[src/sliding_window_range_tracker_core_macros.svh]
// ---------------------------------------------------------------------------
// range tracker assertion macros
// concurrent assertion shorthands, compiled out when ASSERT_OFF is defined
// ---------------------------------------------------------------------------
`ifndef SLIDING_WINDOW_RANGE_TRACKER_CORE_MACROS_SVH
`define SLIDING_WINDOW_RANGE_TRACKER_CORE_MACROS_SVH

`ifndef ASSERT_OFF
// same-cycle implication
`define SWRT_ASSERT_IMP(label, clk, rst_n, pre, post) \
  label: assert property (@(posedge clk) disable iff (!rst_n) (pre) |-> (post)) \
    else $error("range tracker assertion failed");
// next-cycle implication
`define SWRT_ASSERT_NXT(label, clk, rst_n, pre, post) \
  label: assert property (@(posedge clk) disable iff (!rst_n) (pre) |=> (post)) \
    else $error("range tracker assertion failed");
`else
`define SWRT_ASSERT_IMP(label, clk, rst_n, pre, post)
`define SWRT_ASSERT_NXT(label, clk, rst_n, pre, post)
`endif

`endif

[src/swrt_pkg.sv]
// ---------------------------------------------------------------------------
// range tracker package
// shared widths, codes, sequencer states and control structs
// ---------------------------------------------------------------------------
`default_nettype none

package swrt_pkg;

  // default sizes
  localparam int DEPTH_DEF         = 256;
  localparam int RESCAN_PERIOD_DEF = 60;

  // field widths
  localparam int SAMPLE_W    = 16;
  localparam int FILL_W      = 9;
  localparam int FACTOR_W    = 17;
  localparam int MODE_W      = 2;
  localparam int CFG_ADDR_W  = 3;
  localparam int CFG_DATA_W  = 17;
  localparam int IN_DATA_W   = 16;
  localparam int OUT_FIELD_W = 6 * SAMPLE_W + FILL_W;
  localparam int OUT_DATA_W  = ((OUT_FIELD_W + 7) / 8) * 8;
  localparam int OUT_PAD_W   = OUT_DATA_W - OUT_FIELD_W;
  localparam int ACC_W       = 34;

  // Q1.16 one
  localparam logic [FACTOR_W-1:0] ONE_Q16 = 17'h10000;

  // sample extremes and range reset values
  localparam logic signed [SAMPLE_W-1:0] SAMPLE_MAX = 16'sh7fff;
  localparam logic signed [SAMPLE_W-1:0] SAMPLE_MIN = -16'sh8000;
  localparam logic signed [SAMPLE_W-1:0] RANGE_LOW_RST  = -16'sd1;
  localparam logic signed [SAMPLE_W-1:0] RANGE_HIGH_RST = 16'sd1;

  // request kinds
  localparam logic KIND_PUSH  = 1'b0;
  localparam logic KIND_CLEAR = 1'b1;

  // configuration register indexes
  localparam logic [CFG_ADDR_W-1:0] CFG_HIST_LEN    = 3'd0;
  localparam logic [CFG_ADDR_W-1:0] CFG_SHRINK_BACK = 3'd1;
  localparam logic [CFG_ADDR_W-1:0] CFG_SMOOTH_EN   = 3'd2;
  localparam logic [CFG_ADDR_W-1:0] CFG_SMOOTH_F    = 3'd3;
  localparam logic [CFG_ADDR_W-1:0] CFG_RANGE_MODE  = 3'd4;
  localparam logic [CFG_ADDR_W-1:0] CFG_MANUAL_LOW  = 3'd5;
  localparam logic [CFG_ADDR_W-1:0] CFG_MANUAL_HIGH = 3'd6;

  // plot range modes
  localparam logic [MODE_W-1:0] RMODE_AUTO      = 2'd0;
  localparam logic [MODE_W-1:0] RMODE_MANUAL    = 2'd1;
  localparam logic [MODE_W-1:0] RMODE_LOW_FIXED = 2'd2;

  // sequencer states
  typedef enum logic [3:0] {
    ST_IDLE,
    ST_START,
    ST_EVICT,
    ST_WRITE,
    ST_MAC_B,
    ST_MAC_C,
    ST_SCAN,
    ST_APPLY,
    ST_OUT
  } state_t;

  // compare unit control
  typedef struct packed {
    logic clr;
    logic chk;
    logic acc;
  } scan_ctrl_t;

  // multiply-accumulate control
  typedef struct packed {
    logic load;
    logic accum;
  } mac_ctrl_t;

endpackage

`default_nettype wire

[src/swrt_ram.sv]
// ---------------------------------------------------------------------------
// window memory
// single write port, single registered read port sample store
// ---------------------------------------------------------------------------
`default_nettype none

module swrt_ram import swrt_pkg::*; #(
  parameter int  DEPTH = DEPTH_DEF,
  localparam int AW    = $clog2(DEPTH)
) (
  input  wire logic                clk,
  input  wire logic                we,
  input  wire logic [AW-1:0]       waddr,
  input  wire logic [SAMPLE_W-1:0] wdata,
  input  wire logic                re,
  input  wire logic [AW-1:0]       raddr,
  output logic      [SAMPLE_W-1:0] rdata
);

  logic [SAMPLE_W-1:0] mem [DEPTH];

  // write port
  always_ff @(posedge clk) begin
    if (we) begin
      mem[waddr] <= wdata;
    end
  end

  // registered read port
  always_ff @(posedge clk) begin
    if (re) begin
      rdata <= mem[raddr];
    end
  end

endmodule

`default_nettype wire

[config.mk]
export PLATFORM = sky130hd
export DESIGN_NAME = swrt_ram
export DESIGN_NICKNAME = d
export VERILOG_FILES = /design/src/sliding_window_range_tracker_core_macros.svh /design/src/swrt_pkg.sv /design/src/swrt_ram.sv
export SDC_FILE = /design/constraint.sdc
export NUM_CORES = 2
export LEC_CHECK = 0
export ABC_AREA = 1
export BUFFER_PORTS_ARGS = -buffer_cell sky130_fd_sc_hd__clkbuf_2
export CELL_PAD_IN_SITES_DETAIL_PLACEMENT = 0
export CELL_PAD_IN_SITES_GLOBAL_PLACEMENT = 1
export CORE_MARGIN = 10
export CORE_UTILIZATION = 52
export DETAILED_ROUTE_END_ITERATION = 10
export PLACE_DENSITY_LB_ADDON = 0.1
export SLEW_MARGIN = 30
export SYNTH_ARGS = -nofsm -noshare
export SYNTH_HDL_FRONTEND = slang
export SYNTH_SLANG_ARGS = --single-unit
export TNS_END_PERCENT = 10
[constraint.sdc]
create_clock -name clk -period 2.85 [get_ports clk]
set_input_delay 0.57 -clock clk [delete_from_list [all_inputs] [get_ports clk]]
set_output_delay 0.57 -clock clk [all_outputs]
set_load 0.02 [all_outputs]
### Word level (Yosys, flattened, before mapping)

Memories as Yosys holds them, arrays and structs flattened. A register that Yosys moved wholly into a read port is not among the register bits.
Index checks and enable logic that the tools add are counted.

* bits of input ports: 35
* bits in registers: 0
* RAM bits: 4096
* output and inout bits: 16
* word-level logic and storage cells: 3
* memories: 1

* multiplexer cells: 2

Memories
* mem: depth 256, width 16, read ports 1, clocked after Yosys merged registers in 1, write ports 1, RTL line swrt_ram.sv:20 `logic [SAMPLE_W-1:0] mem [DEPTH];`

Operators with widths (number)
* $mux 1: 2

### Logic depth before layout (Yosys ltp)

* word-level depth: 2
* depth in mapped cells: 15
* depth with buffers taken out: 11

### Worst setup path before layout

No wires, ideal clock.

* path type: input -> register
* start: input we
* end: memory mem[162][0] (enable)
* slack: 0.440 ns
* required time: 2.462 ns
* setup time: 0.388 ns
* path buffers: 2
* data arrival time: 2.022 ns
* cell stages on the path: 4
* cell sequence: clkbuf_1 -> nand3_1 -> clkbuf_1 -> nor2_1

* word-level cells in the longest chain between the ends: 2

Ends and longest elaborated chain
* from (decl): RTL line swrt_ram.sv:12 `input wire logic we,`
* $mux 1: RTL line swrt_ram.sv:24 `if (we) begin`
* $mux 1 (implied by the code): RTL line swrt_ram.sv:25 `mem[waddr] <= wdata;`
* to (decl): RTL line swrt_ram.sv:20

No other way between the ends.

### Final worst setup path

* start: register rdata[7], read port of mem
* end: output rdata[7]

RTL lines
* from (decl): RTL line swrt_ram.sv:17 `output logic [SAMPLE_W-1:0] rdata`

No word-level cell between the ends.

==> impl_metrics.tcl <==
set metrics [dict create \
    status "completed" \
    route.met2.wl_um 236000 \
    wire_per_inst_um 27.2 \
    insertion_delay_ps 980 \
    yosysUniqueCellTypes 14 \
    place_ws_ps -605 \
    io_buffer_count 50 \
    fin_worst_skew_ps 35.7 \
    via_count 112002 \
    drt_pass1_iterations 7 \
    fin_crit_sh_pct 92.0 \
    ir_drop_v 0.000583 \
    grt_pass1_wl_um 746000 \
    fmax_ghz 0.381 \
    wl_met1_um 211000 \
    start_kind "register" \
    ant_nets 0 \
    grt.total_usage_pct 29.4 \
    cts-htree-levels 5 \
    placed_cell_area_sq_um 179000 \
    rsz0062_at_grt "no" \
    io_pins 51 \
    clk_pin_slew_ps 60 \
    ys_seq_area_share_pct 74.4 \
    viasPerCell 5.94 \
    cts_resized 0 \
    clock_sinks 4112 \
    mostFrequentLayoutCell "nand2_1" \
    fillers 24753 \
    final_area_sq_um 193000 \
    arrival_ps 2050 \
    relSlewSlack_pct 35.6 \
    die_w_um 585 \
    clockBufferDepth 4 \
    clockRootBuffer "clkbuf_16" \
    cts_tree "done" \
    rows 207 \
    min_path_type "input port to register" \
    overflow 0 \
    worst-setup-path-type "register to output port" \
    drt_iter0_markers 13767 \
    syn-num-nets 13652 \
    synth_cells 13617 \
    layout.nets 14344 \
    cp-end-kind "output port" \
    hold_start "wdata[15]" \
    cp_num_buf_inv 1 \
    synth_seq_cells 4112 \
    leakagePower_nw 68.8 \
    syn_area_sq_um 166000 \
    required_ps 2280 \
    die_area_sq_um 342000 \
    setup_viol 0 \
    core-area_sq_um 318000 \
    cp_cell_sequence "clkbuf_2" \
    highest_layer "met5" \
    first_global_vias 106354 \
    drive_gt1_share_pct 12.6 \
    finalSetupTns_ps 0 \
    routed_wl_um 513000 \
    numCtsBuffers 424 \
    powerDensity_nw_per_um2 675 \
    wl_met3_um 44100 \
    start_util_pct 52.2 \
    hpwlAfterDp_um 318000 \
    ctsHoldBuffers 4 \
    finalHoldViolCount 0 \
    synth.avg_cell_area_sq_um 12.2 \
    period_needed_ps 2620 \
    finalPower_mw 130 \
    antenna_found_initial 22 \
    yosys_warnings 0 \
    gp_congestion 0.908 \
    synthToLayoutAreaGrowth_pct 16.3 \
    fin_util_pct 60.7 \
    cp-startpoint "rdata[7]" \
    crit_slowest_cell "edfxtp_1" \
    die_h_um 585 \
    tightestPinTransition_ps 966 \
    grt_max_degree 93 \
    r2r-start "mem[239][1]" \
    crit_path_max_incr_delay_ps 730 \
    slew_violations 0 \
    cts_setup_buffers 0 \
    path_delay_family "flip-flops" \
    setup_ws_ps 229 \
    layout_common_cells "4195 x nand2_1, 4112 x edfxtp_1, 4035 x nand3_1, 819 x buf_4, 437 x clkbuf_16" \
    remaining_drc_errors 0 \
    crit_path_max_fanout 1 \
    cap_viol_max_count 0 \
]
[logic make-up (layout without fill, tap and decap cells)]
kind of cell / count (synthesis) / in the layout / synth area share (%)
simple gates: 8529 / 8529 / 22.3
flops: 4112 / 4112 / 74.4
buf+inv: 976 / 2021 / 3.21
other cells: 0 / 15 / 0
[cells in the mapped netlist, drive strengths merged]
| library cell | instances | share of area (%) |
|---|---|---|
| buf | 783 | 2.8 |
| clkbuf | 154 | 0.35 |
| edfxtp | 4112 | 74 |
| inv | 39 | 0.091 |
| nand2 | 4211 | 9.5 |
| nand3 | 4035 | 12 |
| nor2 | 283 | 0.64 |
[path summary, 6_finish.rpt]
path              slack (ps)  cells after the start     endpoint
setup / recovery         230                      1     rdata[7]
hold / removal            20                      1  mem[99][15]
setup reg to reg         470                     11     rdata[1]
hold reg to reg         1080                     10    rdata[12]
[metal layers]
layer  track usage [%]  vias up
li1                  -    50115
met1              42.1    55692
met2              45.9     5317
met3              4.61      872
met4              10.8        6
met5                 0        -
[report_power, final]
| group | internal, mW | switching [mW] | total [mW] | leakage (nW) |
|---|---|---|---|---|
| clock network | 31.3 | 23.1 | 54.4 | 6.59 |
| registers | 66.7 | 0.0991 | 66.8 | 37.0 |
| logic | 2.68 | 6.44 | 9.12 | 25.2 |
[registers in the layout, summed over array words and instances (netlist names)]
signal,flops
mem,4096
rdata,16
[through the flow]
stage / instances / hold WS [ps]
after global placement: 18059 / 1010
after floorplan: 13617 / 669
final: 18857 / 16.4
after global routing: 18847 / 3.99
after detailed placement: 18059 / 1010
after CTS: 18842 / 9.72
[area by class of cell]
cell class                 count  area [sq um]  area share [%]
clock inverter               258          2230            1.15
timing repair buffer        1203         13300            6.88
sequential                  4112        123000            64.0
antenna                       15          37.5          0.0195
multi-input combinational   8529         37200            19.3
inverter                      39           199           0.103
tap                         4180          5230            2.71
clock buffer                 521         11300            5.83
Note: power is estimated with default switching activity, not from simulation.
