<file path="src/sliding_window_range_tracker_core_macros.svh">
// ---------------------------------------------------------------------------
// range tracker assertion macros
// concurrent assertion shorthands, compiled out when ASSERT_OFF is defined
// ---------------------------------------------------------------------------
`ifndef SLIDING_WINDOW_RANGE_TRACKER_CORE_MACROS_SVH
`define SLIDING_WINDOW_RANGE_TRACKER_CORE_MACROS_SVH

`ifndef ASSERT_OFF
// same-cycle implication
`define SWRT_ASSERT_IMP(label, clk, rst_n, pre, post) \
  label: assert property (@(posedge clk) disable iff (!rst_n) (pre) |-> (post)) \
    else $error("range tracker assertion failed");
// next-cycle implication
`define SWRT_ASSERT_NXT(label, clk, rst_n, pre, post) \
  label: assert property (@(posedge clk) disable iff (!rst_n) (pre) |=> (post)) \
    else $error("range tracker assertion failed");
`else
`define SWRT_ASSERT_IMP(label, clk, rst_n, pre, post)
`define SWRT_ASSERT_NXT(label, clk, rst_n, pre, post)
`endif

`endif

</file>
<file path="src/swrt_pkg.sv">
// ---------------------------------------------------------------------------
// range tracker package
// shared widths, codes, sequencer states and control structs
// ---------------------------------------------------------------------------
`default_nettype none

package swrt_pkg;

  // default sizes
  localparam int DEPTH_DEF         = 256;
  localparam int RESCAN_PERIOD_DEF = 60;

  // field widths
  localparam int SAMPLE_W    = 16;
  localparam int FILL_W      = 9;
  localparam int FACTOR_W    = 17;
  localparam int MODE_W      = 2;
  localparam int CFG_ADDR_W  = 3;
  localparam int CFG_DATA_W  = 17;
  localparam int IN_DATA_W   = 16;
  localparam int OUT_FIELD_W = 6 * SAMPLE_W + FILL_W;
  localparam int OUT_DATA_W  = ((OUT_FIELD_W + 7) / 8) * 8;
  localparam int OUT_PAD_W   = OUT_DATA_W - OUT_FIELD_W;
  localparam int ACC_W       = 34;

  // Q1.16 one
  localparam logic [FACTOR_W-1:0] ONE_Q16 = 17'h10000;

  // sample extremes and range reset values
  localparam logic signed [SAMPLE_W-1:0] SAMPLE_MAX = 16'sh7fff;
  localparam logic signed [SAMPLE_W-1:0] SAMPLE_MIN = -16'sh8000;
  localparam logic signed [SAMPLE_W-1:0] RANGE_LOW_RST  = -16'sd1;
  localparam logic signed [SAMPLE_W-1:0] RANGE_HIGH_RST = 16'sd1;

  // request kinds
  localparam logic KIND_PUSH  = 1'b0;
  localparam logic KIND_CLEAR = 1'b1;

  // configuration register indexes
  localparam logic [CFG_ADDR_W-1:0] CFG_HIST_LEN    = 3'd0;
  localparam logic [CFG_ADDR_W-1:0] CFG_SHRINK_BACK = 3'd1;
  localparam logic [CFG_ADDR_W-1:0] CFG_SMOOTH_EN   = 3'd2;
  localparam logic [CFG_ADDR_W-1:0] CFG_SMOOTH_F    = 3'd3;
  localparam logic [CFG_ADDR_W-1:0] CFG_RANGE_MODE  = 3'd4;
  localparam logic [CFG_ADDR_W-1:0] CFG_MANUAL_LOW  = 3'd5;
  localparam logic [CFG_ADDR_W-1:0] CFG_MANUAL_HIGH = 3'd6;

  // plot range modes
  localparam logic [MODE_W-1:0] RMODE_AUTO      = 2'd0;
  localparam logic [MODE_W-1:0] RMODE_MANUAL    = 2'd1;
  localparam logic [MODE_W-1:0] RMODE_LOW_FIXED = 2'd2;

  // sequencer states
  typedef enum logic [3:0] {
    ST_IDLE,
    ST_START,
    ST_EVICT,
    ST_WRITE,
    ST_MAC_B,
    ST_MAC_C,
    ST_SCAN,
    ST_APPLY,
    ST_OUT
  } state_t;

  // compare unit control
  typedef struct packed {
    logic clr;
    logic chk;
    logic acc;
  } scan_ctrl_t;

  // multiply-accumulate control
  typedef struct packed {
    logic load;
    logic accum;
  } mac_ctrl_t;

endpackage

`default_nettype wire

</file>
<file path="src/swrt_mac.sv">
// ---------------------------------------------------------------------------
// moving average unit
// one shared multiplier, two passes: sample*f then average*(1-f)
// ---------------------------------------------------------------------------
`default_nettype none

module swrt_mac import swrt_pkg::*; (
  input  wire logic                       clk,
  input  wire mac_ctrl_t                  ctrl,
  input  wire logic signed [SAMPLE_W-1:0] sample,
  input  wire logic signed [SAMPLE_W-1:0] average,
  input  wire logic        [FACTOR_W-1:0] factor,
  output logic signed [SAMPLE_W-1:0]      avg_new
);

  logic        [FACTOR_W-1:0]   f_sat;
  logic signed [SAMPLE_W-1:0]   op_a;
  logic signed [FACTOR_W:0]     op_b;
  logic signed [ACC_W-1:0]      prod;
  logic signed [ACC_W-1:0]      acc_r, acc_nxt;
  logic signed [ACC_W-1:0]      rnd;

  // weight saturates at one
  assign f_sat = (factor > ONE_Q16) ? ONE_Q16 : factor;

  // operand select for the shared multiplier
  assign op_a = ctrl.accum ? average : sample;
  assign op_b = ctrl.accum ? $signed({1'b0, ONE_Q16 - f_sat}) : $signed({1'b0, f_sat});
  assign prod = op_a * op_b;

  always_comb begin
    acc_nxt = acc_r;
    if (ctrl.load) begin
      acc_nxt = prod;
    end else if (ctrl.accum) begin
      acc_nxt = acc_r + prod;
    end
  end

  always_ff @(posedge clk) begin
    acc_r <= acc_nxt;
  end

  // round to nearest, ties toward plus infinity
  assign rnd     = acc_r + ACC_W'(32768);
  assign avg_new = rnd[SAMPLE_W+15:16];

endmodule

`default_nettype wire
</file>
<file path="config.mk">
export PLATFORM = sky130hd
export DESIGN_NAME = swrt_mac
export DESIGN_NICKNAME = d
export VERILOG_FILES = /design/src/sliding_window_range_tracker_core_macros.svh /design/src/swrt_pkg.sv /design/src/swrt_mac.sv
export SDC_FILE = /design/constraint.sdc
export NUM_CORES = 1
export LEC_CHECK = 0
export BUFFER_PORTS_ARGS = -buffer_cell sky130_fd_sc_hd__buf_2
export CORE_MARGIN = 2
export CORE_UTILIZATION = 40
export CTS_CLUSTER_DIAMETER = 30
export DETAILED_ROUTE_END_ITERATION = 7
export PLACE_DENSITY = 0.6
export SLEW_MARGIN = 0
export SYNTH_ARGS = -nofsm -noshare
export SYNTH_HDL_FRONTEND = slang
export SYNTH_SLANG_ARGS = --single-unit
</file>
<file path="constraint.sdc">
create_clock -name clk -period 14.7 [get_ports clk]
set_clock_uncertainty 0.1 [all_clocks]
set_input_delay 2.94 -clock clk [delete_from_list [all_inputs] [get_ports clk]]
set_output_delay 2.94 -clock clk [all_outputs]
set_load 0.01 [all_outputs]
</file>
== Yosys cells after proc, flatten, opt, wreduce, memory -nomap -nowiden ==
Index checks and enable logic that the tools add are counted.

* Bits in registers: 34
* Input port bits: 52
* Output and inout bits: 16
* Word-level logic and storage cells: 12

* $add $sub $neg: 3
* $mul: 1
* Magnitude comparators: 1
* Multiplexer cells: 5
* Reduce and logical (&&, ||, !) cells: 1

{| class="wikitable"
|+ Operator list
! kind !! count
|-
| 34-bit two-way mux || 2
|-
| 34-bit adder || 1
|-
| 16-bit by 18-bit multiplier with 34-bit output || 1
|-
| 17-bit two-way mux || 2
|-
| 32-bit by 17-bit adder with 32-bit output, second input constant || 1
|-
| 17-bit > comparator, second input constant || 1
|-
| 17-bit subtractor, first input constant || 1
|-
| 16-bit two-way mux || 1
|-
| 2-bit nonzero test || 1
|}

== Logic depth before layout (Yosys ltp) ==
Gate-level depths: netlist of the first run.

* Word-level depth: 8
* Depth in mapped cells: 40
* Mapped depth without buffers: 40

== Worst setup path before layout of the first run ==
Ideal clock, no wire load.

* Kind: input to register
* Start point: in factor[10]
* End point: reg acc_r[31], data pin
* Arrival: 11.292 ns
* Required time: 14.335 ns
* Path slack: 3.043 ns
* Cell stages on the path: 36
* Path through: or4_4 -> or3_1 -> nor3_2 -> nor2_2 -> o21ai_2 -> nand2_1 -> xor2_1 -> nand2_1 -> fa_1 -> inv_1 -> fa_1 -> inv_1 -> fa_1 -> inv_1 -> fa_1 -> fa_1 -> inv_1 -> fa_1 -> inv_1 -> ha_1 -> a21o_1 -> a21o_1 -> a21o_1 -> a31o_2 -> o22ai_1 -> o21ai_0 -> a21oi_1 -> xnor2_1 -> ha_1 -> a211oi_1 -> o21ai_0 -> a31o_2 -> a31oi_1 -> o21ai_2 -> a311oi_1 -> xnor2_1

* Word-level cells in the longest chain between the ends: 8

{| class="wikitable"
|+ Ends and longest elaborated chain
! what !! RTL line !! text
|-
| start: declaration || swrt_mac.sv:12 || <nowiki>input wire logic [FACTOR_W-1:0] factor,</nowiki>
|-
| 17-bit > comparator || swrt_mac.sv:24 || <nowiki>assign f_sat = (factor > ONE_Q16) ? ONE_Q16 : factor;</nowiki>
|-
| 17-bit two-way mux * || swrt_mac.sv:24 ||
|-
| 17-bit subtractor || swrt_mac.sv:28 || <nowiki>assign op_b = ctrl.accum ? $signed({1'b0, ONE_Q16 - f_sat}) : $signed({1'b0, f_sat});</nowiki>
|-
| 17-bit two-way mux * || swrt_mac.sv:28 ||
|-
| 16-bit by 18-bit multiplier with 34-bit output * || swrt_mac.sv:29 || <nowiki>assign prod = op_a * op_b;</nowiki>
|-
| 34-bit adder || swrt_mac.sv:36 || <nowiki>acc_nxt = acc_r + prod;</nowiki>
|-
| 34-bit two-way mux || swrt_mac.sv:35 || <nowiki>end else if (ctrl.accum) begin</nowiki>
|-
| 34-bit two-way mux * || swrt_mac.sv:33 || <nowiki>if (ctrl.load) begin</nowiki>
|-
| named net acc_nxt[31] || swrt_mac.sv:20 || <nowiki>logic signed [ACC_W-1:0] acc_r, acc_nxt;</nowiki>
|-
| end signal: assignment || swrt_mac.sv:41 || <nowiki>acc_r <= acc_nxt;</nowiki>
|-
| end: declaration || swrt_mac.sv:20 ||
|}

The timed path passes the listed nets; every way through them passes the cells marked *. The select of a mux whose other input is x is not followed.
A chain may end at the register's enable or synchronous reset.

== Worst setup path in the final report of the first run ==
* Start point: in factor[16]
* End point: reg acc_r[31], data pin

Same word-level chain as after synthesis.

==> impl_metrics.toml, run 1 <==
[clocking]
clockBufferDepth = 2
tritoncts = "done"
hold_buffers = 0
clk_latency_ns = 0.28
cts_resized = 0
clockRootBuffer = "clkbuf_16"
post_cts_buffers = 0
clock-sinks = 32
cts_buffers = 5
ctsHtreeMaxLevel = 2
cts.clk_slew.worst_paths_ns = 0.06

[synthesis]
ys_warn_count = 0
synthArstFlopShare_pct = 0
synth_top_area_share_pct = 32.5
synth_edf_count = 32
syn_inst = 1512
synth-seq-cells = 32
yosysUniqueCellTypes = 70
synthesis.area_um2 = 12900
synth_area_per_cell_um2 = 8.51
synthFlopType = "edfxtp_1"
synthTopCellsByArea = "fa_1 (33%), ha_1 (15%), inv_1 (8.1%)"
synth_top_area_cell = "fa_1"
yosysSeqAreaShare_pct = 7.47
syn_nets = 1923
synth.most_common_cell = "inv_1"
synthTopCellsByCount = "inv_1 (279), fa_1 (209), nand2_1 (180), nor2_1 (176), ha_1 (150)"

[grt]
antenna_found_initial = 0
grt_pass1_wl_um = 54400
overflow = 0
grt_pass1_vias = 10391
grt_util_all_layers_pct = 20.2
grt_max_degree = 62

[sta]
setup_viol = 0
slew_headroom_pct = 24.5
worst_pin_slew_ns = 1.10
fmaxAchievable_ghz = 0.0771
layout_min_cycle_time_ns = 12.98
holdWs_ns = 0.581
hold_viol = 0
setup_tns_ns = 0
min_period_over_period_pct = 88.3
rsz0062_at_grt = "no"
finalMaxSlewViolations = 0

[layout]
final-seq-area_um2 = 961
drive_gt1_share_pct = 9.21
nNetsFinal = 1975
largestRegisters = "acc_r (32)"
utilization_pct = 43.6
fillCellCount = 3177
area_growth_syn_to_layout_pct = 7.26
design_area_um2 = 13800
top_register = "acc_r"
multiInputGateArea_um2 = 10700
largest_reg_flops = 32
antenna_cells = 0

[routing]
routedWlPerCell_um = 16.5
finalWirelength_um = 32500
via_per_inst = 5.26
drtIter0Drc = 506
ant_nets = 0
drc = 0
num_vias = 10334
dr.pass1.iters = 7

[run_status]
status = "complete, no violations"

[placed_design]
placed_area_um2 = 13700
place_congestion = 0.886
port_buffers = 67
place.detailed.hpwl_um = 27200

[die]
num_rows = 65
initial_core_util_pct = 40.7
fp.dieW_um = 183
die_h_um = 183
io_pins = 68
core_um2 = 31600
dieArea_um2 = 33600

[critical_path]
startpoint_type = "input pin"
worstPathRequired_ns = 14.62
cp_top_family = "adder cells"
arrival_ns = 12.90
cp_max_fo = 15
setup.worst_path.end_class = "flop"
path_buf_inv = 6
cp_slowest_cell = "xnor2_2"
slowest_delay_ns = 0.72
cp_common_cell = "fa_1"
crit_type = "in2reg"

[min_path]
min_path_type = "reg2reg"

[run]
cap_viol_max_count = 0
[metrics by stage]
stage,instances,setup WS [ns]
final,1966,1.72
after floorplan,1512,3.04
after CTS,1966,1.69
after global placement,1959,1.70
after detailed placement,1959,1.45
after global routing,1966,0.980
[final timing paths]
path               end  depth (start not counted)       start  slack (ns)
max          acc_r[31]                         34  factor[16]        1.72
min           acc_r[0]                          2    acc_r[0]        0.58
max reg2reg  acc_r[28]                         11    acc_r[0]       11.27
min reg2reg   acc_r[0]                          2    acc_r[0]        0.58
[layout by cell type, fill, tap and decap left out, types with 8 or more instances in the layout]
cell type / Yosys / routed
a211oi_1: 10 / 10
a21o_1: 29 / 29
a21oi_1: 56 / 56
and2_1: 8 / 8
and3_1: 11 / 11
buf_2: 3 / 67
buf_4: 0 / 15
edfxtp_1: 32 / 32
fa_1: 209 / 209
ha_1: 150 / 150
inv_1: 279 / 279
mux2_2: 19 / 19
mux2i_1: 13 / 13
nand2_1: 180 / 180
nand2b_1: 13 / 13
nand3_1: 16 / 16
nor2_1: 176 / 176
nor2b_1: 11 / 11
nor3_1: 14 / 14
o21a_1: 10 / 10
o21ai_0: 47 / 47
o21bai_1: 12 / 12
o31ai_1: 8 / 8
or2_2: 8 / 8
or3_1: 10 / 10
xnor2_1: 44 / 44
xor2_1: 34 / 34
[cell families (layout without fill, tap and decap cells)]
family,after synthesis,count (layout),share of synthesized area [%]
simple gates,469,469,15.8
fa+ha+maj,359,359,47.1
buf+inv,317,369,9.34
compound gates,219,219,11.6
xor+xnor,83,83,5.94
mux,33,33,2.76
flops,32,32,7.47
[worst register-to-register path, delay by kind of cell (launching register included)]
| kind | cells | cell delay (ns) |
|---|---|---|
| AO/OA/AOI/OAI | 7 | 1.60 |
| adder cells (fa/ha/maj) | 2 | 0.71 |
| flip-flops | 1 | 0.36 |
| multiplexers | 1 | 0.25 |
| XOR/XNOR | 1 | 0.14 |
[final cells by class]
type	instances	area share [%]
Timing Repair Buffer	82	3.25
Clock buffer	5	0.907
Tap cell	402	3.65
Inverter	280	7.62
Sequential cell	32	6.97
Clock inverter	2	0.0544
Multi-Input combinational cell	1163	77.6
[per-layer routing]
metal | vias to the layer above | GRT usage, % | wire [µm]
met1 | 5085 | 30.4 | 15800
met2 | 274 | 31.0 | 14300
met5 | - | 0 | 0
met4 | 0 | 5.06 | 750
met3 | 43 | 2.38 | 1600
li1 | 4932 | - | -
Power of run 1 is not shown: default switching activity piles up to over one toggle a cycle in this logic, so the estimate is an artifact.
==> run 2, diff against run 1 <==
--- a/config.mk
+++ b/config.mk
@@ -10,6 +10,7 @@
 export CORE_UTILIZATION = 40
 export CTS_CLUSTER_DIAMETER = 30
 export DETAILED_ROUTE_END_ITERATION = 7
+export GPL_TIMING_DRIVEN = 0
 export PLACE_DENSITY = 0.6
 export SLEW_MARGIN = 0
 export SYNTH_ARGS = -nofsm -noshare
==> run 2 against run 1 <==
Worst setup slack got worse by 0.61 ns. Critical endpoint is now acc_r[28]. Count of clock-buffer cells in the layout increased by 1. Design area increased by 0.33%. Fmax decreased by 4.5%. Global-route usage increased by 1.4 points. Worst hold slack about the same. Sequential cell count unchanged. Non-clock buffer count increased by 22.
==> impl_metrics.toml, run 2 (same netlist as run 1, synthesis figures left out) <==
[clocking]
clockBufferDepth = 2
clock-sinks = 32
cts.clk_slew.worst_paths_ns = 0.06
cts_resized = 0
clockRootBuffer = "clkbuf_16"
hold_buffers = 0
post_cts_buffers = 0
clk_latency_ns = 0.29
tritoncts = "done"
ctsHtreeMaxLevel = 2
cts_buffers = 5

[sta]
setup_viol = 0
layout_min_cycle_time_ns = 13.59
holdWs_ns = 0.581
fmaxAchievable_ghz = 0.0736
setup_tns_ns = 0
worst_pin_slew_ns = 1.17
slew_headroom_pct = 21.4
min_period_over_period_pct = 92.4
finalMaxSlewViolations = 0
setup_ws_ns = 1.11
rsz0062_at_grt = "no"
hold_viol = 0

[critical_path]
setup.worst_path.end_class = "flop"
cp_common_cell = "fa_1"
crit_type = "in2reg"
arrival_ns = 13.52
slowest_delay_ns = 0.95
cp_slowest_cell = "a22oi_1"
worstPathRequired_ns = 14.64
cp_max_fo = 10
r2r_cells = 11
startpoint_type = "input pin"

[routing]
via_per_inst = 5.32
drtIter0Drc = 624
drc = 0
dr.pass1.iters = 5
num_vias = 10573
ant_nets = 0
finalWirelength_um = 34300
routedWlPerCell_um = 17.2

[grt]
busiest_layer = "met2"
grt_pass1_wl_um = 57000
overflow = 0
use_met3_pct = 2.46
grt_use_met2_pct = 34.6
grt_util_all_layers_pct = 21.6
grt_max_degree = 33
antenna_found_initial = 1
grt_pass1_vias = 10831
use_met1_pct = 31.2

[run]
cap_viol_max_count = 0

[layout]
nNetsFinal = 1997
final_cell_count_no_fill = 1989
area_growth_syn_to_layout_pct = 7.61
top_register = "acc_r"
antenna_cells = 0
drive_gt1_share_pct = 8.44
largest_reg_flops = 32
largestRegisters = "acc_r (32)"
final_cell_mix = "inv_1 (279), fa_1 (209), nand2_1 (180)"
final_common_cell = "inv_1"

[placed_design]
port_buffers = 67
place.detailed.hpwl_um = 28900
dp_cells = 1981
place_congestion = 0.913
preCtsSetupSlack_ns = 0.905

[die]
die_h_um = 183
fp.dieW_um = 183
dieArea_um2 = 33600
num_rows = 65
initial_core_util_pct = 40.7
core_um2 = 31600
io_pins = 68

[run_status]
status = "complete, no violations"

[min_path]
worstHoldPathCells = 2
min_path_type = "reg2reg"
## run 2: cell types whose count changed in the layout (fill, tap and decap cells not counted), sizes merged
cell	before	now
clkinv	3	2
buf	82	73
clkbuf	5	37
clkinvlp	0	1
## run 2: metrics by stage
stage / area [µm²] / util [%]
finish: 13800 / 43.7
floorplan: 12900 / -
detailed placement: 13700 / 43.3
global route: 13800 / 43.7
CTS: 13800 / 43.7
global placement: 13700 / 43.3
## run 2: per-layer routing
metal | up-vias | wire length (µm)
met5 | - | 13
met3 | 55 | 2130
met4 | 2 | 852
li1 | 4987 | -
met1 | 5188 | 15800
met2 | 341 | 15500
## run 2: area by class of cell
cell class	count	area [µm²]
tap	402	503
sequential	32	961
fill	3166	17800
buffer	37	150
inverter	280	1050
timing repair buffer	67	335
multi-input combinational	1163	10700
clock buffer	6	129
clock inverter	2	11.3
## run 2: final timing paths
path                    from   endpoint  slack, ns
hold reg to reg     acc_r[0]   acc_r[0]       0.58
hold / removal      acc_r[0]   acc_r[0]       0.58
setup / recovery  factor[16]  acc_r[28]       1.11
setup reg to reg    acc_r[0]  acc_r[28]      11.30
## run 2: critical path, delay by kind of cell
family          cells  cell delay (ns)
fa+ha+maj           9             4.26
compound gates     12             3.65
simple gates        5             1.23
buf+inv             7             0.92
mux                 1             0.26
xor+xnor            2             0.22
Power of run 2 is left out for the same reason.
