### config.mk
export PLATFORM = sky130hd
export DESIGN_NAME = swrt_scan
export DESIGN_NICKNAME = d
export VERILOG_FILES = /design/src/sliding_window_range_tracker_core_macros.svh /design/src/swrt_pkg.sv /design/src/swrt_scan.sv
export SDC_FILE = /design/constraint.sdc
export NUM_CORES = 1
export LEC_CHECK = 0
export ABC_AREA = 1
export ABC_CLOCK_PERIOD_IN_PS = 3600
export BUFFER_PORTS_ARGS = -buffer_cell sky130_fd_sc_hd__buf_2
export CORE_MARGIN = 4
export CORE_UTILIZATION = 50
export DETAILED_ROUTE_END_ITERATION = 8
export GPL_TIMING_DRIVEN = 0
export HOLD_SLACK_MARGIN = 0.02
export PLACE_DENSITY = 0.77
export SETUP_SLACK_MARGIN = 0.02
export SLEW_MARGIN = 20
export SYNTH_ARGS = -nofsm -noshare
export SYNTH_HDL_FRONTEND = slang
export SYNTH_SLANG_ARGS = --single-unit
### constraint.sdc
create_clock -name clk -period 3.6 [get_ports clk]
set_clock_uncertainty 0.15 [all_clocks]
set_input_delay 1.08 -clock clk [delete_from_list [all_inputs] [get_ports clk]]
set_output_delay 1.08 -clock clk [all_outputs]
set_load 0.05 [all_outputs]
### src/sliding_window_range_tracker_core_macros.svh
// ---------------------------------------------------------------------------
// range tracker assertion macros
// concurrent assertion shorthands, compiled out when ASSERT_OFF is defined
// ---------------------------------------------------------------------------
`ifndef SLIDING_WINDOW_RANGE_TRACKER_CORE_MACROS_SVH
`define SLIDING_WINDOW_RANGE_TRACKER_CORE_MACROS_SVH

`ifndef ASSERT_OFF
// same-cycle implication
`define SWRT_ASSERT_IMP(label, clk, rst_n, pre, post) \
  label: assert property (@(posedge clk) disable iff (!rst_n) (pre) |-> (post)) \
    else $error("range tracker assertion failed");
// next-cycle implication
`define SWRT_ASSERT_NXT(label, clk, rst_n, pre, post) \
  label: assert property (@(posedge clk) disable iff (!rst_n) (pre) |=> (post)) \
    else $error("range tracker assertion failed");
`else
`define SWRT_ASSERT_IMP(label, clk, rst_n, pre, post)
`define SWRT_ASSERT_NXT(label, clk, rst_n, pre, post)
`endif

`endif

### src/swrt_pkg.sv
// ---------------------------------------------------------------------------
// range tracker package
// shared widths, codes, sequencer states and control structs
// ---------------------------------------------------------------------------
`default_nettype none

package swrt_pkg;

  // default sizes
  localparam int DEPTH_DEF         = 256;
  localparam int RESCAN_PERIOD_DEF = 60;

  // field widths
  localparam int SAMPLE_W    = 16;
  localparam int FILL_W      = 9;
  localparam int FACTOR_W    = 17;
  localparam int MODE_W      = 2;
  localparam int CFG_ADDR_W  = 3;
  localparam int CFG_DATA_W  = 17;
  localparam int IN_DATA_W   = 16;
  localparam int OUT_FIELD_W = 6 * SAMPLE_W + FILL_W;
  localparam int OUT_DATA_W  = ((OUT_FIELD_W + 7) / 8) * 8;
  localparam int OUT_PAD_W   = OUT_DATA_W - OUT_FIELD_W;
  localparam int ACC_W       = 34;

  // Q1.16 one
  localparam logic [FACTOR_W-1:0] ONE_Q16 = 17'h10000;

  // sample extremes and range reset values
  localparam logic signed [SAMPLE_W-1:0] SAMPLE_MAX = 16'sh7fff;
  localparam logic signed [SAMPLE_W-1:0] SAMPLE_MIN = -16'sh8000;
  localparam logic signed [SAMPLE_W-1:0] RANGE_LOW_RST  = -16'sd1;
  localparam logic signed [SAMPLE_W-1:0] RANGE_HIGH_RST = 16'sd1;

  // request kinds
  localparam logic KIND_PUSH  = 1'b0;
  localparam logic KIND_CLEAR = 1'b1;

  // configuration register indexes
  localparam logic [CFG_ADDR_W-1:0] CFG_HIST_LEN    = 3'd0;
  localparam logic [CFG_ADDR_W-1:0] CFG_SHRINK_BACK = 3'd1;
  localparam logic [CFG_ADDR_W-1:0] CFG_SMOOTH_EN   = 3'd2;
  localparam logic [CFG_ADDR_W-1:0] CFG_SMOOTH_F    = 3'd3;
  localparam logic [CFG_ADDR_W-1:0] CFG_RANGE_MODE  = 3'd4;
  localparam logic [CFG_ADDR_W-1:0] CFG_MANUAL_LOW  = 3'd5;
  localparam logic [CFG_ADDR_W-1:0] CFG_MANUAL_HIGH = 3'd6;

  // plot range modes
  localparam logic [MODE_W-1:0] RMODE_AUTO      = 2'd0;
  localparam logic [MODE_W-1:0] RMODE_MANUAL    = 2'd1;
  localparam logic [MODE_W-1:0] RMODE_LOW_FIXED = 2'd2;

  // sequencer states
  typedef enum logic [3:0] {
    ST_IDLE,
    ST_START,
    ST_EVICT,
    ST_WRITE,
    ST_MAC_B,
    ST_MAC_C,
    ST_SCAN,
    ST_APPLY,
    ST_OUT
  } state_t;

  // compare unit control
  typedef struct packed {
    logic clr;
    logic chk;
    logic acc;
  } scan_ctrl_t;

  // multiply-accumulate control
  typedef struct packed {
    logic load;
    logic accum;
  } mac_ctrl_t;

endpackage

`default_nettype wire

### src/swrt_scan.sv
// ---------------------------------------------------------------------------
// window compare unit
// eviction hit test and running min/max over rescanned entries
// ---------------------------------------------------------------------------
`default_nettype none

module swrt_scan import swrt_pkg::*; (
  input  wire logic                       clk,
  input  wire scan_ctrl_t                 ctrl,
  input  wire logic signed [SAMPLE_W-1:0] rdata,
  input  wire logic signed [SAMPLE_W-1:0] low,
  input  wire logic signed [SAMPLE_W-1:0] high,
  output logic                            hit,
  output logic signed [SAMPLE_W-1:0]      min_val,
  output logic signed [SAMPLE_W-1:0]      max_val
);

  logic signed [SAMPLE_W-1:0] min_r, min_nxt;
  logic signed [SAMPLE_W-1:0] max_r, max_nxt;

  // evicted sample at or beyond an extreme
  assign hit = ctrl.chk && ((rdata <= low) || (rdata >= high));

  // min/max accumulate
  always_comb begin
    min_nxt = min_r;
    max_nxt = max_r;
    if (ctrl.clr) begin
      min_nxt = SAMPLE_MAX;
      max_nxt = SAMPLE_MIN;
    end else if (ctrl.acc) begin
      if (rdata < min_r) min_nxt = rdata;
      if (rdata > max_r) max_nxt = rdata;
    end
  end

  always_ff @(posedge clk) begin
    min_r <= min_nxt;
    max_r <= max_nxt;
  end

  assign min_val = min_r;
  assign max_val = max_r;

endmodule

`default_nettype wire

# Word level (Yosys, flattened, before mapping)

Index checks and enable logic that the tools add are counted.

Shift operators: 0
Bitwise gates (word level): 0
Multipliers: 0
Reductions and logical operators: 4
Equal/unequal tests: 0
Multiplexer cells: 0
$lt $le $gt $ge: 4
$add $sub $neg: 0
Divide/modulo/power cells: 0

Operator list:

| kind                | number |
|---|---|
| $ge A16 B16 Y1      | 1 |
| $gt A16 B16 Y1      | 1 |
| $le A16 B16 Y1      | 1 |
| $lt A16 B16 Y1      | 1 |
| $reduce_and A2 Y1   | 2 |
| $logic_and A1 B1 Y1 | 1 |
| $logic_or A1 B1 Y1  | 1 |

ROM bits: 0
Memories: 0
Bits in latches: 0
Bits in writable memories: 0
Word-level logic and storage cells: 10
Register bits after elaboration: 32
Input port bits: 52
Output and inout bits: 33

# Longest topological paths before layout

Gate-level depths: netlist of the first run.

Depth in word-level cells: 3
Gate-level depth with buffers: 15

# Worst setup path after synthesis of the first run

Ideal clock, no wire load.

Path type: in2out
Start: input high[15]
End: output hit
Slack: -0.297 ns
Cell stages on the path: 12
Arrival time: 2.667 ns
Path through: inv_1 -> ha_1 -> nand2_1 -> nor2_1 -> nand2_1 -> nor2_1 -> a21o_1 -> nor2_1 -> nand2_1 -> nand3_1 -> nor2_1 -> nor2_1

Cells in the longest elaborated chain, start to end: 3

Ends and longest elaborated chain:

| element             | line            | RTL |
|---|---|---|
| start: declaration  | swrt_scan.sv:12 | `input wire logic signed [SAMPLE_W-1:0] high,` |
| $ge A16 B16 Y1      | swrt_scan.sv:22 | `assign hit = ctrl.chk && ((rdata <= low) \|\| (rdata >= high));` |
| $logic_or A1 B1 Y1  | swrt_scan.sv:22 |  |
| $logic_and A1 B1 Y1 | swrt_scan.sv:22 |  |
| end: declaration    | swrt_scan.sv:13 | `output logic hit,` |

Every way passes these cells.

# Worst setup path in the final report of the first run

Start: input rdata[5]
End: output hit

Cells in the longest elaborated chain, start to end: 3

Ends and longest elaborated chain:

| element                                                 | line            | RTL |
|---|---|---|
| start: declaration                                      | swrt_scan.sv:10 | `input wire logic signed [SAMPLE_W-1:0] rdata,` |
| $le A16 B16 Y1 / $ge A16 B16 Y1 (equally long branches) | swrt_scan.sv:22 |  |
| $logic_or A1 B1 Y1 (*)                                  | swrt_scan.sv:22 |  |
| $logic_and A1 B1 Y1 (*)                                 | swrt_scan.sv:22 |  |

Mark *: on every way between the ends. The rest lies on a longest branch, timed or not.

==> results of run 1 <==
-- metal layers --
metal  GRT usage, %  wire (µm)  up-vias
met2           46.9       4930      130
met5              0          0        -
li1               -          -     1642
met1           29.5       3840     1542
met3           4.51        663       14
met4           7.48        177        0
-- state kept, by name (all words and copies together), names as in the netlist --
| register | cells |
|---|---|
| max_val | 16 |
| min_val | 16 |
-- area by class of cell --
class / instances / area (µm²)
Tap cell: 75 / 93.8
Buffer: 14 / 85.1
Fill cell: 492 / 1650
Multi-Input combinational cell: 313 / 2390
Inverter: 77 / 294
Timing Repair Buffer: 92 / 638
Sequential cell: 32 / 641
Clock buffer: 7 / 96.3
-- placed cells by master (no fill, tap or decap), types with 3 or more instances in the layout --
cell type  instances
clkbuf_8           7
nand3_2            4
nand2_2           10
buf_2             67
nand4_1           21
nand2_1           76
buf_4             15
ha_1              41
inv_1             65
a21oi_2            7
o21ai_2            3
a21oi_1           36
nor3_1             3
buf_6             13
nand3_1           23
inv_2             10
nor2_4             5
clkbuf_1           5
o21ai_0            6
ha_4              22
nand3b_1          14
nor2_1            28
dfxtp_1           32
buf_12             4
a21o_1             3
-- through the flow --
| stage | cells | util, % |
|---|---|---|
| 2_1_floorplan | 436 | - |
| 3_3_place_gp | 594 | 60.0 |
| 3_5_place_dp | 594 | 60.0 |
| 4_1_cts | 609 | 69.9 |
| 5_1_grt | 610 | 72.0 |
| 6_report | 610 | 72.0 |
-- what timing repair did --
item | in CTS | in global routing
pin swaps | 26 | 20
buffers inserted | 8 | 1
gates resized for setup | 87 | 29
setup endpoints to repair | 1 | 1
endpoints found under the hold margin | 0 | 0
-- cell families (layout without fill, tap and decap cells) --
kind of cell	after synthesis	count (layout)	share of synthesized area, %
compound gates	60	60	10.5
fa+ha+maj	63	63	26.2
buf+inv	91	190	12.4
flops	32	32	21.3
simple gates	190	190	29.6
-- power by group --
part	internal, mW	leakage, nW	switching, mW	total [mW]
Combinational	0.378	1.91	0.722	1.10
Clock	0.170	0.0503	0.136	0.307
Sequential	0.428	0.265	0.0566	0.485
Total	0.976	2.22	0.915	1.89
-- path summary, 6_finish.rpt --
path / endpoint / slack [ns] / cells after the start / startpoint
worst max-delay path: hit / -0.21 / 12 / rdata[5]
worst min-delay path: min_val[10] / 0.33 / 2 / min_val[10]
worst max register to register: min_val[13] / 1.33 / 13 / min_val[9]
worst min register to register: min_val[10] / 0.33 / 2 / min_val[10]
-- critical path: stages --
cell and delay [ns]:
buf_6 0.12, ha_1 0.34, a21oi_2 0.20, o21ai_0 0.12
nand2_1 0.07, nand2_1 0.07, nor2_1 0.12, nand2_1 0.08
nand3_2 0.10, nor2_4 0.05, nor2_4 0.08, buf_8 0.15
==> run_results.csv, run 1 <==
group,metric,value,unit
global_routing,grt_pass1_vias,3162,
yosys,synth_edf_count,0,
route,via_per_inst,5.46,
sta,rsz0062_at_grt,"yes",
route,drc_errors,0,
placement,gp_congestion,0.853,
clock_tree,cts_buffer_depth,2,
yosys,synth.cell_area,3010,µm²
yosys,synthTopCellsByArea,"ha_1 (26%), dfxtp_1 (21%), nand2_1 (11%)",
layout,area_growth,40.6,%
layout,nNetsFinal,650,
yosys,syn_avg_cell_area,6.91,µm²
yosys,synth.top_cells.by_count,"nand2_1 (85), inv_1 (76), ha_1 (63), a21oi_1 (43), nor2_1 (34)",
yosys,yosysMostFrequentCell,"nand2_1",
pwr,p_leak,2.22,nW
placement,place_ws,-0.439,ns
yosys,yosysTopAreaCell,"ha_1",
route,vias,3328,
worst_setup_path,path_max_fanout,6,
hold_path,min_path_type,"register to register",
route,wl_per_cell,15.7,µm
global_routing,grt_max_degree,11,
floorplanning,dieArea,7330,µm²
sta,relSlewSlack,65.5,%
pwr,p_total,1.89,mW
pwr,vdd_drop_max,0.224,mV
yosys,ys.flop_type,"dfxtp_1",
sta,worst_pin_slew,0.517,ns
clock_tree,h-tree-depth,2,
route,ant_nets,0,
floorplanning,die_x,85.6,µm
yosys,yosysWarnings,0,
sta,tns,-0.215,ns
yosys,async_flop_share,0,%
worst_setup_path,critPathKind,"input pin to output port",
yosys,synth_cell_type_count,26,
floorplanning,dieHeight,85.6,µm
route,finalWirelength,9600,µm
clock_tree,cts_root_buffer,"clkbuf_8",
global_routing,antenna_found_initial,0,
clock_tree,ctsHoldBuffers,0,
sta,finalHoldViolations,0,
route,first_iter_violations,155,
worst_setup_path,end_kind,"output port",
layout,fin_area,4240,µm²
clock_tree,clock_sinks,32,
sta,finalWorstSetupSlack,-0.215,ns
sta,finalSetupViolCount,1,
floorplanning,core,5890,µm²
run_status,violations,"negative setup slack",
clock_tree,worstSkewPairLatency,0.29,ns
clock_tree,cts_tree,"yes",
yosys,syn_nets,551,
global_routing,globalRouteOverflowTotal,0,
clock_tree,cts_buffers,5,
sta,max_clock_freq,262,MHz
run_status,status,"complete, but fails checks",
placement,placed_area,3530,µm²
yosys,ys_seq_area_share,21.3,%
floorplanning,start_util,51.2,%
sta,maxSlewViolCount,0,
run,cap_viol_max_count,0,
sta,timing.final.crit_share,106,%
worst_setup_path,worstPathArrival,2.58,ns
sta,whs,0.328,ns
floorplanning,io_pins,85,
worst_setup_path,critical_path_required,2.37,ns
route,drtPass1Iterations,4,
yosys,synthCells,436,
layout,drive_gt1_share,33.1,%
placement,portBuffers,83,
pwr,pwr_density_cell,446,nW/µm²
floorplanning,rows,28,
layout,n_antenna_cell,0,
global_routing,grt_use_total,25.3,%
clock_tree,cts.reportedPaths.clkPinSlew,0.07,ns
yosys,synth_top_area_share,26.2,%
global_routing,grt_pass1_wl,14800,µm
placement,dp_hpwl,6430,µm
worst_setup_path,critPathLaunchType,"input pin",
sta,fin_crit,3.81,ns
yosys,ys_seq_elements,32,
Power figures use the tool's default switching activity.
==> inputs of run 2 (changes only) <==
Settings changed: ABC_AREA 1 to unset, PLACE_DENSITY 0.77 to unset, PLACE_DENSITY_LB_ADDON set to 0.25.
==> run_results.csv, run 2 <==
group,metric,value,unit
layout,area_growth,26.5,%
route,drtPass1Iterations,4,
sta,finalWorstSetupSlack,-0.622,ns
run_status,status,"complete, but fails checks",
route,finalWirelength,7780,µm
yosys,synthTopCellsByArea,"ha_1 (26%), dfxtp_1 (21%), mux2i_1 (11%)",
run,cap_viol_max_count,0,
layout,seq_area,641,µm²
sta,finalHoldViolations,0,
worst_setup_path,r2r_slack,1.09,ns
global_routing,grt_pass1_wl,12500,µm
floorplanning,rows,28,
layout,multi_input_area,2210,µm²
sta,max_clock_freq,237,MHz
sta,timing.final.crit_share,117,%
layout,nNetsFinal,576,
worst_setup_path,path_max_fanout,6,
global_routing,grt_pass1_vias,2821,
yosys,ys_seq_elements,32,
yosys,synth_edf_count,0,
yosys,ys_seq_area_share,21.3,%
pwr,pwr_density_cell,339,nW/µm²
yosys,synthCells,367,
sta,worst_pin_slew,0.527,ns
clock_tree,cts.reportedPaths.clkPinSlew,0.07,ns
sta,finalSetupViolCount,1,
sta,rsz0062_at_grt,"yes",
global_routing,grt_max_degree,11,
worst_setup_path,critPathLaunchType,"input pin",
route,via_per_inst,5.35,
route,ant_nets,0,
clock_tree,h-tree-depth,2,
yosys,synth_top_area_share,26.2,%
global_routing,antenna_found_initial,0,
yosys,yosysWarnings,0,
placement,dp_hpwl,6270,µm
yosys,synth.top_cells.by_count,"inv_1 (65), ha_1 (63), nor2_1 (41), nand2b_1 (34)",
yosys,yosysMostFrequentCell,"inv_1",
yosys,synth.cell_area,3010,µm²
layout,layout_commonest_cell,"buf_2",
route,first_iter_violations,139,
pwr,vdd_drop_max,0.214,mV
layout,drive_gt1_share,25.5,%
route,vias,2874,
worst_setup_path,critPathKind,"input pin to output port",
hold_path,min_path_type,"register to register",
placement,portBuffers,83,
yosys,syn_nets,482,
clock_tree,clock_sinks,32,
layout,n_antenna_cell,0,
worst_setup_path,end_kind,"output port",
yosys,async_flop_share,0,%
layout,mostFrequentLayoutCells,"buf_2 (79), inv_1 (63), ha_1 (55)",
pwr,p_leak,2.06,nW
floorplanning,die_x,85.6,µm
floorplanning,start_util,51.2,%
worst_setup_path,rr_startpoint,"max_val[11]",
clock_tree,worstSkewPairLatency,0.29,ns
run_status,violations,"negative setup slack",
worst_setup_path,worstPathArrival,2.99,ns
clock_tree,cts_root_buffer,"clkbuf_8",
placement,gp_congestion,0.909,
layout,fill_cells,536,
sta,relSlewSlack,64.9,%
clock_tree,cts_tree,"yes",
sta,tns,-0.622,ns
sta,fin_crit,4.22,ns
clock_tree,cts_buffers,5,
floorplanning,dieArea,7330,µm²
floorplanning,io_pins,85,
floorplanning,dieHeight,85.6,µm
sta,maxSlewViolCount,0,
route,drc_errors,0,
worst_setup_path,cp-endpoint,"hit",
floorplanning,core,5890,µm²
clock_tree,ctsHoldBuffers,0,
yosys,syn_avg_cell_area,8.21,µm²
yosys,synth_cell_type_count,37,
global_routing,grt_use_total,21.1,%
worst_setup_path,reg2reg_depth,10,
clock_tree,cts_buffer_depth,2,
worst_setup_path,critical_path_required,2.37,ns
route,wl_per_cell,14.5,µm
yosys,ys.flop_type,"dfxtp_1",
global_routing,globalRouteOverflowTotal,0,
worst_setup_path,crit_start,"rdata[8]",
pwr,p_total,1.29,mW
yosys,yosysTopAreaCell,"ha_1",
worst_setup_path,reg2reg_to,"max_val[6]",
## run 2: through the flow
stage	worst slack (ns)	hold slack [ns]	cells	instance area (µm²)	util, %
after global routing	-0.712	0.347	537	3810	64.7
after floorplan	-0.302	0.554	367	3030	-
after global placement	-0.663	0.324	525	3540	60.2
final	-0.622	0.335	537	3810	64.7
after CTS	-0.616	0.338	535	3680	62.5
after detailed placement	-0.700	0.326	525	3540	60.2
## run 2: worst min path at each step
stage,start,endpoint,slack (ns),cells after the start
floorplan,max_val[1],max_val[1],0.55,2
global placement,max_val[8],max_val[8],0.32,2
detailed placement,max_val[13],max_val[13],0.33,2
CTS,max_val[3],max_val[3],0.34,2
global route,max_val[3],max_val[3],0.35,2
finish,max_val[3],max_val[3],0.34,2
## run 2: layout make-up
class	instances	area share, %
buffer	10	1.81
clock buffer	8	2.36
inverter	65	6.40
multi-input combinational	260	57.9
sequential	32	16.8
tap	75	2.46
timing repair buffer	87	12.2
## run 2: layer usage
layer	up-vias	track usage, %	wire length [µm]
li1	1434	-	-
met1	1357	26.1	3390
met2	69	37.4	3880
met3	14	3.46	378
met4	0	6.33	121
met5	-	0	0
## run 2: logic make-up after synthesis
kind of cell	share of synthesized area [%]
AOI/OAI and AO/OA	11.4
adders and majority gates	26.2
buffers and inverters	10.4
DFF	21.3
muxes	11.4
and+or+nand+nor	19.4
## run 2: critical path, cell delays in order
cell and delay (ns):
clkbuf_4 0.16, ha_1 0.31, nand4_1 0.12, buf_4 0.17, a2111oi_4 0.30, nor3b_2 0.10, mux2_4 0.31, o31a_4 0.29
buf_8 0.15
## run 2: repair_timing
action                     CTS  global route
cloned                       0             0
setup buffers                2             2
resized for setup            4            18
pin swaps                    2             8
setup endpoints to repair    1             1
## run 2: power breakdown
group / switching [mW] / total [mW] / internal (mW)
Sequential: 0.0279 / 0.419 / 0.392
Clock: 0.140 / 0.296 / 0.156
Combinational: 0.354 / 0.575 / 0.221
==> inputs of run 3 (changes only) <==
Settings changed: CTS_BUF_LIST set to sky130_fd_sc_hd__clkbuf_16.
==> run_results.csv, run 3 (synthesized netlist as in run 2, its figures left out) <==
group,metric,value,unit
global_routing,grt_use_total,21.4,%
route,drc_errors,0,
floorplanning,start_util,51.2,%
floorplanning,io_pins,85,
pwr,p_total,1.40,mW
layout,utilization,66.6,%
sta,finalSetupViolCount,1,
floorplanning,dieArea,7330,µm²
route,ant_nets,0,
sta,maxSlewViolCount,0,
route,via_per_inst,5.36,
sta,finalWorstSetupSlack,-0.608,ns
layout,mostFrequentLayoutCells,"buf_2 (76), inv_1 (65), ha_1 (52)",
worst_setup_path,critical_path_required,2.37,ns
layout,fill_cells,516,
clock_tree,worstSkewPairLatency,0.27,ns
layout,drive_gt1_share,26.3,%
layout,n_antenna_cell,0,
sta,rsz0062_at_grt,"yes",
worst_setup_path,critPathLaunchType,"input pin",
run_status,status,"complete, but fails checks",
sta,timing.final.crit_share,117,%
floorplanning,core,5890,µm²
clock_tree,cts_buffers,5,
layout,area_growth,30.0,%
worst_setup_path,path_max_fanout,6,
sta,max_clock_freq,238,MHz
route,finalWirelength,7880,µm
worst_setup_path,critPathKind,"input pin to output port",
worst_setup_path,worstPathArrival,2.98,ns
clock_tree,cts.reportedPaths.clkPinSlew,0.05,ns
placement,dp_hpwl,6270,µm
layout,layout_commonest_cell,"buf_2",
clock_tree,cts_tree,"yes",
layout,nNetsFinal,577,
sta,relSlewSlack,65.6,%
sta,finalHoldViolations,0,
clock_tree,cts_buffer_depth,2,
global_routing,globalRouteOverflowTotal,0,
route,vias,2885,
global_routing,antenna_found_initial,0,
route,drtPass1Iterations,5,
worst_setup_path,end_kind,"output port",
route,first_iter_violations,113,
sta,fin_crit,4.21,ns
run_status,violations,"negative setup slack",
pwr,pwr_density_cell,359,nW/µm²
sta,whs,0.333,ns
global_routing,grt_max_degree,11,
sta,worst_pin_slew,0.515,ns
pwr,p_leak,2.10,nW
run,cap_viol_max_count,0,
floorplanning,die_x,85.6,µm
placement,dp_cells,525,
placement,gp_congestion,0.909,
hold_path,min_path_type,"register to register",
route,wl_per_cell,14.6,µm
placement,portBuffers,83,
pwr,vdd_drop_max,0.225,mV
placement,place_ws,-0.700,ns
clock_tree,h-tree-depth,2,
worst_setup_path,r2r_slack,1.16,ns
clock_tree,clock_sinks,32,
floorplanning,dieHeight,85.6,µm
floorplanning,rows,28,
global_routing,grt_pass1_wl,12700,µm
layout,fin_cells,538,
global_routing,grt_pass1_vias,2850,
clock_tree,cts_root_buffer,"clkbuf_16",
## run 3: power breakdown
group,switching (mW),internal [mW],leakage [nW]
combinational,0.357,0.226,1.76
sequential,0.0278,0.392,0.262
clock,0.152,0.249,0.0738
## run 3: cell type report
type,count,area (µm²),area share [%]
multi-input cells,260,2240,57.3
repair buffers,88,489,12.5
well taps,75,93.8,2.40
inverters,65,244,6.23
clock buffers,5,125,3.19
flip-flops and latches,32,641,16.4
plain buffers,10,68.8,1.76
clock inverters,3,11.3,0.287
## run 3: per-layer routing
| layer | part of all wire (%) | vias up | GRT usage [%] |
|---|---|---|---|
| met1 | 44 | 1374 | 26.2 |
| met5 | 0 | - | 0 |
| li1 | - | 1436 | - |
| met3 | 4.3 | 14 | 4.42 |
| met2 | 50 | 61 | 37.8 |
| met4 | 1.4 | 0 | 5.90 |
## run 3: final timing paths
| kind | start | end | cells after the start |
|---|---|---|---|
| max | rdata[10] | hit | 9 |
| min | max_val[13] | max_val[13] | 2 |
| max reg2reg | min_val[14] | min_val[13] | 8 |
| min reg2reg | max_val[13] | max_val[13] | 2 |
## run 3: timing repair
item,in CTS,in global routing
hold buffers,0,0
gates cloned,0,0
pin swaps,2,9
gates resized for setup,6,25
hold endpoints to repair,0,0
setup endpoints to repair,1,1
buffers inserted,2,3
## run 3: critical path: stages
cell	delay, ns
buf_2	0.16
ha_4	0.28
nand4_1	0.13
buf_4	0.18
a2111oi_4	0.30
nor3b_2	0.10
mux2_4	0.31
o31a_4	0.29
buf_8	0.15
## run 3: per-stage QoR
stage	setup TNS, ns	instance area, µm²
after floorplan	-0.302	3030
after global placement	-0.663	3540
after detailed placement	-0.700	3540
after CTS	-0.616	3730
after global routing	-0.727	3920
final	-0.608	3920
